## src/rtl/lkv_pkg.sv

```systemverilog
// shared constants, types and helpers of the lru key-value cache
package lkv_pkg;

  localparam int ENTRIES    = 16;
  localparam int KEY_BITS   = 32;
  localparam int VALUE_BITS = 32;

  localparam int CNT_W = $clog2(ENTRIES + 1);
  localparam int CAP_W = 5;
  localparam int CMP_W = (CNT_W > CAP_W) ? CNT_W : CAP_W;

  localparam logic [CAP_W-1:0] CAP_RESET  = CAP_W'(16);
  localparam logic [31:0]      MISS_VALUE = '1;
  localparam logic [31:0]      SET_VALUE  = '0;

  localparam logic KIND_GET = 1'b0;
  localparam logic KIND_SET = 1'b1;

  // per-cell control from the top level
  typedef struct packed {
    logic shift;
    logic load;
    logic set_valid;
  } cell_ctrl_t;

  // hit information handed up the row
  typedef struct packed {
    logic                  seen;
    logic [VALUE_BITS-1:0] value;
  } cell_link_t;

  function automatic logic [KEY_BITS-1:0] to_key(input logic [31:0] x);
    logic signed [63:0] w;
    w = 64'(signed'(x));
    return w[KEY_BITS-1:0];
  endfunction

  function automatic logic [VALUE_BITS-1:0] to_value(input logic [31:0] x);
    logic signed [63:0] w;
    w = 64'(signed'(x));
    return w[VALUE_BITS-1:0];
  endfunction

  function automatic logic [31:0] from_value(input logic [VALUE_BITS-1:0] v);
    logic signed [63:0] w;
    w = 64'(signed'(v));
    return w[31:0];
  endfunction

endpackage

```

## src/rtl/lkv_cell.sv

```systemverilog
// one cache cell: key, value and valid bit, with compare and neighbor shift
module lkv_cell (
  input  logic                          clk,
  input  logic                          rst_n,
  input  logic [lkv_pkg::KEY_BITS-1:0]  lookup_key,
  input  lkv_pkg::cell_ctrl_t           ctrl,
  input  logic [lkv_pkg::KEY_BITS-1:0]  load_key,
  input  logic [lkv_pkg::VALUE_BITS-1:0] load_value,
  input  logic [lkv_pkg::KEY_BITS-1:0]  nbr_key,
  input  logic [lkv_pkg::VALUE_BITS-1:0] nbr_value,
  input  lkv_pkg::cell_link_t           link_in,
  output lkv_pkg::cell_link_t           link_out,
  output logic [lkv_pkg::KEY_BITS-1:0]  stored_key,
  output logic [lkv_pkg::VALUE_BITS-1:0] stored_value,
  output logic                          valid,
  output logic                          seen
);
  import lkv_pkg::*;

  logic [KEY_BITS-1:0]   key_r;
  logic [VALUE_BITS-1:0] value_r;
  logic                  valid_r;
  logic                  match;

  assign match = valid_r && (key_r == lookup_key);
  assign link_out.seen  = link_in.seen | match;
  assign link_out.value = link_in.value | (match ? value_r : '0);
  assign seen  = link_out.seen;
  assign valid = valid_r;
  assign stored_key   = key_r;
  assign stored_value = value_r;

  always_ff @(posedge clk) begin
    if (ctrl.load) begin
      key_r   <= load_key;
      value_r <= load_value;
    end else if (ctrl.shift) begin
      key_r   <= nbr_key;
      value_r <= nbr_value;
    end
  end

  always_ff @(posedge clk) begin
    if (!rst_n) begin
      valid_r <= 1'b0;
    end else if (ctrl.set_valid) begin
      valid_r <= 1'b1;
    end
  end

endmodule

```

## src/rtl/lru_key_value_cache_unit.sv

```systemverilog
// top level of the lru key-value cache: cell row, fill count and result register
//
// fully associative key-value store with least-recently-used replacement,
// built as a row of cells kept packed in recency order (cell 0 least recent).
// every transfer compares its key with all cells at once; a hit shifts the
// younger cells down one place and reloads the entry at the most recent end,
// a set of a new key appends it there, dropping cell 0 first when the fill
// has reached the capacity register. an item is finished in the cycle it is
// accepted and its result waits in an output register, so one item per cycle
// goes through as long as the result side does not stall; the path is the
// key compare and the hit-prefix chain up the row. capacity 0 acts as 1, and
// values above the number of cells act as the number of cells.
module lru_key_value_cache_unit (
  input  logic        clk,
  input  logic        rst_n,
  input  logic        in_valid,
  output logic        in_stall,
  input  logic        in_kind,
  input  logic [31:0] in_lookup_key,
  input  logic [31:0] in_write_value,
  output logic        out_valid,
  input  logic        out_stall,
  output logic        out_hit,
  output logic [31:0] out_read_value,
  input  logic        cfg_wr_en,
  input  logic [4:0]  cfg_wr_data
);
  import lkv_pkg::*;

  // configuration and fill state
  logic [CAP_W-1:0] cap_r;
  logic [CNT_W-1:0] used_r, used_nxt;

  // result register
  logic        out_valid_r, out_valid_nxt;
  logic        out_hit_r;
  logic [31:0] out_read_value_r;

  // row wiring
  logic [KEY_BITS-1:0]   cell_key   [ENTRIES];
  logic [VALUE_BITS-1:0] cell_value [ENTRIES];
  logic [ENTRIES-1:0]    cell_valid;
  logic [ENTRIES-1:0]    cell_seen;
  cell_link_t            link [ENTRIES+1];
  cell_ctrl_t            ctrl [ENTRIES];

  logic                  accept;
  logic                  hit;
  logic                  set_miss;
  logic                  evict;
  logic [KEY_BITS-1:0]   key_in;
  logic [VALUE_BITS-1:0] entry_value;
  logic [CMP_W-1:0]      cap_eff;
  logic [CMP_W-1:0]      used_cmp;

  assign in_stall = out_valid_r && out_stall;
  assign accept   = in_valid && !in_stall;

  assign key_in = to_key(in_lookup_key);
  assign link[0] = '0;
  assign hit = link[ENTRIES].seen;

  // clamp the capacity register to the row
  always_comb begin
    cap_eff = CMP_W'(cap_r);
    if (cap_r == '0) begin
      cap_eff = CMP_W'(1);
    end else if (CMP_W'(cap_r) > CMP_W'(ENTRIES)) begin
      cap_eff = CMP_W'(ENTRIES);
    end
  end

  assign used_cmp = CMP_W'(used_r);
  assign set_miss = accept && (in_kind == KIND_SET) && !hit;
  // full at the capacity: drop the oldest cell before the append
  assign evict    = set_miss && (used_cmp >= cap_eff) && (used_r != '0);

  // a set hit rewrites the value, a get hit carries the stored one up
  assign entry_value = (in_kind == KIND_SET) ? to_value(in_write_value) : link[ENTRIES].value;

  genvar i;
  generate
    for (i = 0; i < ENTRIES; i++) begin : g_cell
      localparam logic [CNT_W-1:0] IDX  = CNT_W'(i);
      localparam logic [CNT_W-1:0] IDX1 = CNT_W'(i + 1);

      logic top_cell;   // cell used-1, the most recent one
      logic next_free;  // cell used, first empty one

      assign top_cell  = (IDX1 == used_r);
      assign next_free = (IDX == used_r);

      always_comb begin
        ctrl[i].shift     = accept && ((hit && cell_seen[i] && !top_cell) ||
                                       (evict && (IDX1 < used_r)));
        ctrl[i].load      = accept && ((hit && top_cell) || (evict && top_cell) ||
                                       (set_miss && !evict && next_free));
        ctrl[i].set_valid = set_miss && !evict && next_free;
      end

      if (i < ENTRIES - 1) begin : g_nbr
        lkv_cell u_cell (
          .clk          (clk),
          .rst_n        (rst_n),
          .lookup_key   (key_in),
          .ctrl         (ctrl[i]),
          .load_key     (key_in),
          .load_value   (entry_value),
          .nbr_key      (cell_key[i+1]),
          .nbr_value    (cell_value[i+1]),
          .link_in      (link[i]),
          .link_out     (link[i+1]),
          .stored_key   (cell_key[i]),
          .stored_value (cell_value[i]),
          .valid        (cell_valid[i]),
          .seen         (cell_seen[i])
        );
      end else begin : g_last
        // the last cell has no upper neighbor: its neighbor input is itself, so a shift keeps its contents
        lkv_cell u_cell (
          .clk          (clk),
          .rst_n        (rst_n),
          .lookup_key   (key_in),
          .ctrl         (ctrl[i]),
          .load_key     (key_in),
          .load_value   (entry_value),
          .nbr_key      (cell_key[i]),
          .nbr_value    (cell_value[i]),
          .link_in      (link[i]),
          .link_out     (link[i+1]),
          .stored_key   (cell_key[i]),
          .stored_value (cell_value[i]),
          .valid        (cell_valid[i]),
          .seen         (cell_seen[i])
        );
      end
    end
  endgenerate

  // fill count grows only on an append without eviction
  always_comb begin
    used_nxt = used_r;
    if (set_miss && !evict && (used_r < CNT_W'(ENTRIES))) begin
      used_nxt = used_r + CNT_W'(1);
    end
  end

  always_comb begin
    out_valid_nxt = out_valid_r;
    if (accept) begin
      out_valid_nxt = 1'b1;
    end else if (!out_stall) begin
      out_valid_nxt = 1'b0;
    end
  end

  always_ff @(posedge clk) begin
    if (!rst_n) begin
      cap_r       <= CAP_RESET;
      used_r      <= '0;
      out_valid_r <= 1'b0;
    end else begin
      if (cfg_wr_en) begin
        cap_r <= cfg_wr_data;
      end
      used_r      <= used_nxt;
      out_valid_r <= out_valid_nxt;
    end
  end

  // result payload, loaded on every transfer in
  always_ff @(posedge clk) begin
    if (accept) begin
      out_hit_r <= hit;
      if (in_kind == KIND_SET) begin
        out_read_value_r <= SET_VALUE;
      end else if (hit) begin
        out_read_value_r <= from_value(link[ENTRIES].value);
      end else begin
        out_read_value_r <= MISS_VALUE;
      end
    end
  end

  assign out_valid      = out_valid_r;
  assign out_hit        = out_hit_r;
  assign out_read_value = out_read_value_r;

`ifndef SYNTHESIS
  // fill count stays inside the row
  a_used_range: assert property (@(posedge clk) disable iff (!rst_n)
    used_r <= CNT_W'(ENTRIES))
    else $error("fill count beyond the row");

  // the number of valid cells equals the fill count
  a_valid_count: assert property (@(posedge clk) disable iff (!rst_n)
    $countones(cell_valid) == int'(used_r))
    else $error("valid bits disagree with fill count");

  // an accepted transfer always leaves a result behind
  a_result_follows: assert property (@(posedge clk) disable iff (!rst_n)
    accept |=> out_valid_r)
    else $error("accepted transfer without result");

  // a finished result is held while the result side stalls
  a_result_held: assert property (@(posedge clk) disable iff (!rst_n)
    (out_valid_r && out_stall) |=> (out_valid_r && $stable(out_read_value_r)))
    else $error("stalled result changed");
`endif

endmodule
```

## config.mk

```make
export PLATFORM = sky130hd
export DESIGN_NAME = lru_key_value_cache_unit
export DESIGN_NICKNAME = d
export VERILOG_FILES = /design/src/rtl/lkv_pkg.sv /design/src/rtl/lkv_cell.sv /design/src/rtl/lru_key_value_cache_unit.sv
export SDC_FILE = /design/constraint.sdc
export NUM_CORES = 2
export LEC_CHECK = 0
export BUFFER_PORTS_ARGS = -buffer_cell sky130_fd_sc_hd__clkbuf_2
export CORE_UTILIZATION = 40
export CTS_BUF_LIST = sky130_fd_sc_hd__clkbuf_16
export CTS_CLUSTER_SIZE = 28
export DETAILED_ROUTE_END_ITERATION = 7
export PLACE_DENSITY = 0.61
export SKIP_CTS_REPAIR_TIMING = 1
export SYNTH_ARGS = -nofsm -noshare
export SYNTH_HDL_FRONTEND = slang
export SYNTH_HIERARCHICAL = 1
export SYNTH_SLANG_ARGS = --single-unit
```

## constraint.sdc

```tcl
create_clock -name clk -period 10.2 [get_ports clk]
set_input_delay 0.51 -clock clk [delete_from_list [all_inputs] [get_ports clk]]
set_output_delay 0.51 -clock clk [all_outputs]
set_load 0.005 [all_outputs]
```

Word level (Yosys, flattened, before mapping)
Index checks and enable logic that the tools add are counted.
W data, S select, Z words.
- $add $sub $neg: 1
- magnitude comparators: 18
- equality and inequality tests: 33
- muxes and demuxes: 82
- bitwise operators: 30
- reduce and logical (&&, ||, !) cells: 231
- operators by type and width (operator ; count):
    $mux W32 ; 78
    $eq A32 B32 Y1 ; 16
    $or A32 B32 Y32 ; 15
    $logic_and A1 B1 Y1 ; 148
    $logic_or A1 B1 Y1 ; 47
    $eq A4 B5 Y1 const A ; 8
    $lt A4 B5 Y1 const A ; 8
    $reduce_bool A2 Y1 ; 15
    $eq A3 B5 Y1 const A ; 4
    $lt A3 B5 Y1 const A ; 4
    $logic_not A1 Y1 ; 18
    $or A1 B1 Y1 ; 15
    $eq A2 B5 Y1 const A ; 2
    $logic_not A5 Y1 ; 2
    $lt A2 B5 Y1 const A ; 2
    $mux W5 ; 2
    $add A5 B1 Y5 const B ; 1
    $eq A1 B5 Y1 const A ; 1
    $eq A5 B5 Y1 const A ; 1
    $ge A5 B5 Y1 ; 1
    $gt A5 B5 Y1 const B ; 1
    $lt A1 B5 Y1 const A ; 1
    $lt A5 B5 Y1 const B ; 1
    $reduce_bool A5 Y1 ; 1
    2 further kinds ; 3
- register bits after elaboration: 1084
- input port bits: 75
- output and inout port bits: 35
- logic and storage cells: 448

Longest topological paths before layout
- depth in word-level cells: 27
- depth in mapped cells: 61

Hierarchy
Netlist, hierarchy kept.
- modules (own cells, without submodules) (module ; instances ; cells an instance ; area each (µm²) ; seq. area each (µm²)):
    lkv_cell ; 16 ; 344 ; 4276.6 ; 1941.9
    lru_key_value_cache_unit ; 1 ; 386 ; 2954.1 ; 1211.2

Least setup slack after synthesis
Ideal clock, no wire load.
- path kind: input-to-reg
- start: input port in_lookup_key[28]
- end: register g_cell[9].g_nbr.u_cell.key_r[0], enable pin
- library setup time: 394 ps
- arrival time: 7763 ps
- data required time: 9806 ps
- slack: 2043 ps
- stages: 59
- cell sequence: xnor2_1 nand2_1 or4_1 buf_6 o41ai_2 buf_4 inv_1 o41ai_2 buf_4 inv_1 o41ai_2 buf_4 inv_1 o41ai_2 buf_4 inv_1 o41ai_2 buf_4 (+23 left out) buf_4 inv_1 o41ai_2 buf_4 inv_1 o41ai_2 buf_4 inv_1 o41ai_2 buf_4 clkbuf_1 a41oi_1 o31ai_2 a22oi_1 nor2_1 clkbuf_1 clkbuf_1 or2_2
- RTL lines (element ; line ; RTL):
    start: declaration ; lru_key_value_cache_unit.sv:19 ; input logic [31:0] in_lookup_key,
    end signal: assignment ; lkv_cell.sv:35 ; key_r <= load_key;
    end signal: assignment ; lkv_cell.sv:38 ; key_r <= nbr_key;
    end: declaration ; lkv_cell.sv:20 ; logic [KEY_BITS-1:0] key_r;

==> flow_metrics.py <==
metrics = {
    "outcome": {
        "status": "finished clean",
    },
    "synthesis": {
        "synth-seq-cells": 1084,
        "yosysTopAreaCell": "edfxtp_1",
        "synthCells": 5890,
        "avgSynthCellArea_um2": 12.1,
        "synth-edff-count": 1057,
        "synthDistinctLibCells": 57,
        "synth.area.top_cells": "edfxtp_1, mux2_2, o31ai_2",
        "synth_ff_type": "edfxtp_1",
        "yosysTopAreaCellShare": 0.445,
        "seq_area_frac_synth": 0.452,
        "synthArstFlopShare": 0,
        "syn_area_um2": 71400,
        "yosys_warnings": 6,
    },
    "detailed_routing": {
        "ant_nets": 0,
        "routed_wl_um": 175000,
        "dr_total_vias": 47300,
        "drc": 0,
        "drtIter0Drc": 3647,
        "via_per_inst": 5.74,
        "wl_per_cell_um": 21.3,
        "drt_first_pass_iters": 5,
    },
    "layout": {
        "antenna_cells": 0,
        "fin_cells": 8246,
        "drive_gt1_frac": 0.371,
        "syn2layout_area_growth_pct": 8.72,
        "design_area_um2": 77600,
        "final_nets": 5889,
    },
    "clock_tree": {
        "cts_root_buf": "clkbuf_16",
        "numCtsBuffers": 121,
        "tritoncts": "built",
        "cts.sinks": 1084,
        "clk_latency_ns": 0.75,
        "path_clk_slew_ns": 0.06,
        "cts_buffer_depth": 3,
        "htreeDepth": 3,
    },
    "place": {
        "place_area_um2": 73800,
        "port_buffers": 109,
        "placed_cells": 8020,
        "dpl.hpwl_um": 126000,
        "place_congestion": 0.891,
    },
    "worst_setup_path": {
        "crit_path_end_kind": "register",
        "slowest_stage": "a22oi_1",
        "cp_top_family": "compound AO/OA/AOI/OAI gates",
        "cp.arrival_ns": 9.26,
        "path_max_fanout": 37,
        "reg2reg_from": "g_cell[1].g_nbr.u_cell/stored_key[17]$_DFFE_PP_",
        "cp_num_buf_inv": 15,
        "crit_path_max_incr_delay_ns": 1.01,
        "cp-startpoint": "g_cell[1].g_nbr.u_cell/stored_key[17]$_DFFE_PP_",
        "cp_data_required_time_ns": 10.65,
        "worstSetupPathType": "register to register",
        "startpoint_type": "register",
    },
    "timing": {
        "slew_headroom": 0.150,
        "timing.setup.tns_ns": 0,
        "setup_viol": 0,
        "maxSlewViolCount": 0,
        "holdWs_ns": 0.0289,
        "hold_violations": 0,
        "finalCriticalPeriod_ns": 8.81,
        "fin_skew_ns": 0.0499,
        "finalCritPeriodShare": 0.864,
        "worst_pin_slew_ns": 1.27,
        "rsz0062_at_grt": "no",
        "fmax_mhz": 113,
    },
    "global_route": {
        "gr-total-overflow": 0,
        "track_usage": 0.188,
        "grt_pass1_wl_um": 278000,
        "grt_pass1_vias": 47800,
        "grt_max_degree": 87,
        "antenna_found_initial": 1,
    },
    "pwr": {
        "power.leakage_uw": 0.0246,
        "power.density_nw_per_um2": 134,
        "power_frac_comb": 0.112,
        "p_clk_frac": 0.399,
        "p_sw_uw": 2670,
        "ir_worst_vdd_v": 0.000143,
        "pwr-share-seq": 0.489,
        "swShare": 0.257,
        "intPower_uw": 7700,
    },
    "floorplan": {
        "die_y_um": 424,
        "fp.dieW_um": 424,
        "core-area_um2": 177000,
        "num_rows": 154,
        "dieArea_um2": 180000,
        "io_pins": 110,
        "initial_core_util": 0.404,
    },
    "run": {
        "cap_viol_max_count": 0,
    },
    "hold_path": {
        "hold_class": "primary input to register",
        "min-delay-start": "cfg_wr_data[0]",
    },
}
[layout by cell type, fill, tap and decap left out, types with 27 or more instances in the layout]
cell type / instances
edfxtp_1: 1057
mux2_2: 1024
inv_1: 623
nand4_1: 546
nor4b_1: 513
o31ai_2: 481
xor2_1: 288
buf_4: 205
clkbuf_16: 121
clkbuf_2: 108
xnor2_1: 96
nand2_1: 86
nor4_1: 64
clkinv_1: 51
xor2_2: 48
a21oi_1: 45
nor2b_1: 38
o31ai_1: 33
conb_1: 33
o21ai_0: 28
dfxtp_1: 27
[power groups by stage]
stage                     clock network, uW  registers [uW]  logic (uW)
after floorplan                           0            5140         771
after global placement                    0            5160        1110
after detailed placement                  0            5160        1140
after CTS                              4240            5070        1150
after global routing                   4380            5080        1250
final                                  4130            5070        1160
[worst paths after layout]
check	to	slack [ns]	depth (start not counted)
worst min register to register	g_cell[10].g_nbr.u_cell/valid$_SDFFE_PN0P_	0.46	1
worst max-delay path	g_cell[13].g_nbr.u_cell/stored_value[16]$_DFFE_PP_	1.39	39
worst min-delay path	cap_r[0]$_SDFFE_PN0P_	0.03	3
worst max register to register	g_cell[13].g_nbr.u_cell/stored_value[16]$_DFFE_PP_	1.39	39
[flip-flops by register name, summed over array words and instances (netlist names), 5 cells and up]
name and flops:
g_cell.g_nbr.u_cell/stored_value 480, out_read_value 32, g_cell.g_last.u_cell/stored_key 32, g_cell.g_nbr.u_cell/stored_key 480, g_cell.g_nbr.u_cell/valid 15, used_cmp 5
g_cell.g_last.u_cell/stored_value 32, cap_r 5
[cell usage after synthesis (all sizes together) (2+ instances only)]
cell type and n:
o41ai 16, nand2b 2, a21boi 3, o21a 18, xnor2 96, clkbuf 172
clkinvlp 16, o211ai 2, nand3 25, ha 8, or3 17, buf 385
o21ai 61, o22ai 16, clkinv 16, dfxtp 27, nor2 50, a21oi 46
xor2 336, and3 3, and2 3, nand4 546, a22oi 4, or4 17
o31ai 514, a21o 3, mux2 1024, nor4 64, nor4b 513, a41o 5
a222oi 16, inv 612, or2 18, mux2i 7, nor3 5, edfxtp 1057
nand2 86, a2111oi 16, a31oi 3, nor2b 54
[cell type report]
class	instances	area, um2
clock buffers	121	3030
clock inverters	102	698
fillers	16100	99100
inverters	644	2440
multi-input cells	3637	34100
flip-flops and latches	1084	32300
well taps	2340	2930
repair buffers	318	2150
[worst min-delay path, delay by kind of cell]
kind,cells,cell delay [ns]
buffers and inverters,1,0.08
AND/OR/NAND/NOR,1,0.10
multiplexers,1,0.06
[routing by layer]
metal	vias up	global-route usage	part of all wire
li1	22300	-	-
met1	23500	0.280	0.50
met2	1395	0.288	0.43
met3	181	0.0274	0.054
met4	0	0.0400	0.016
met5	-	0	0
[logic make-up (layout without fill, tap and decap cells)]
kind of cell	Yosys count	in the layout	synth area share
xor+xnor	432	432	0.0530
buf+inv	1201	1185	0.0803
mux	1031	1031	0.163
other cells	1	33	0.0000525
flops	1084	1084	0.452
simple gates	1404	1404	0.137
compound gates	729	729	0.114
fa+ha+maj	8	8	0.00140
[per-stage QoR]
step / worst slack (ns) / util / power [uW]
2_1_floorplan: 2.04 / - / 5910
3_3_place_gp: 1.05 / 0.418 / 6280
3_5_place_dp: 0.811 / 0.418 / 6300
4_1_cts: 1.46 / 0.439 / 10500
5_1_grt: 1.03 / 0.439 / 10700
6_report: 1.39 / 0.439 / 10400
(Power assumes the default switching activity.)
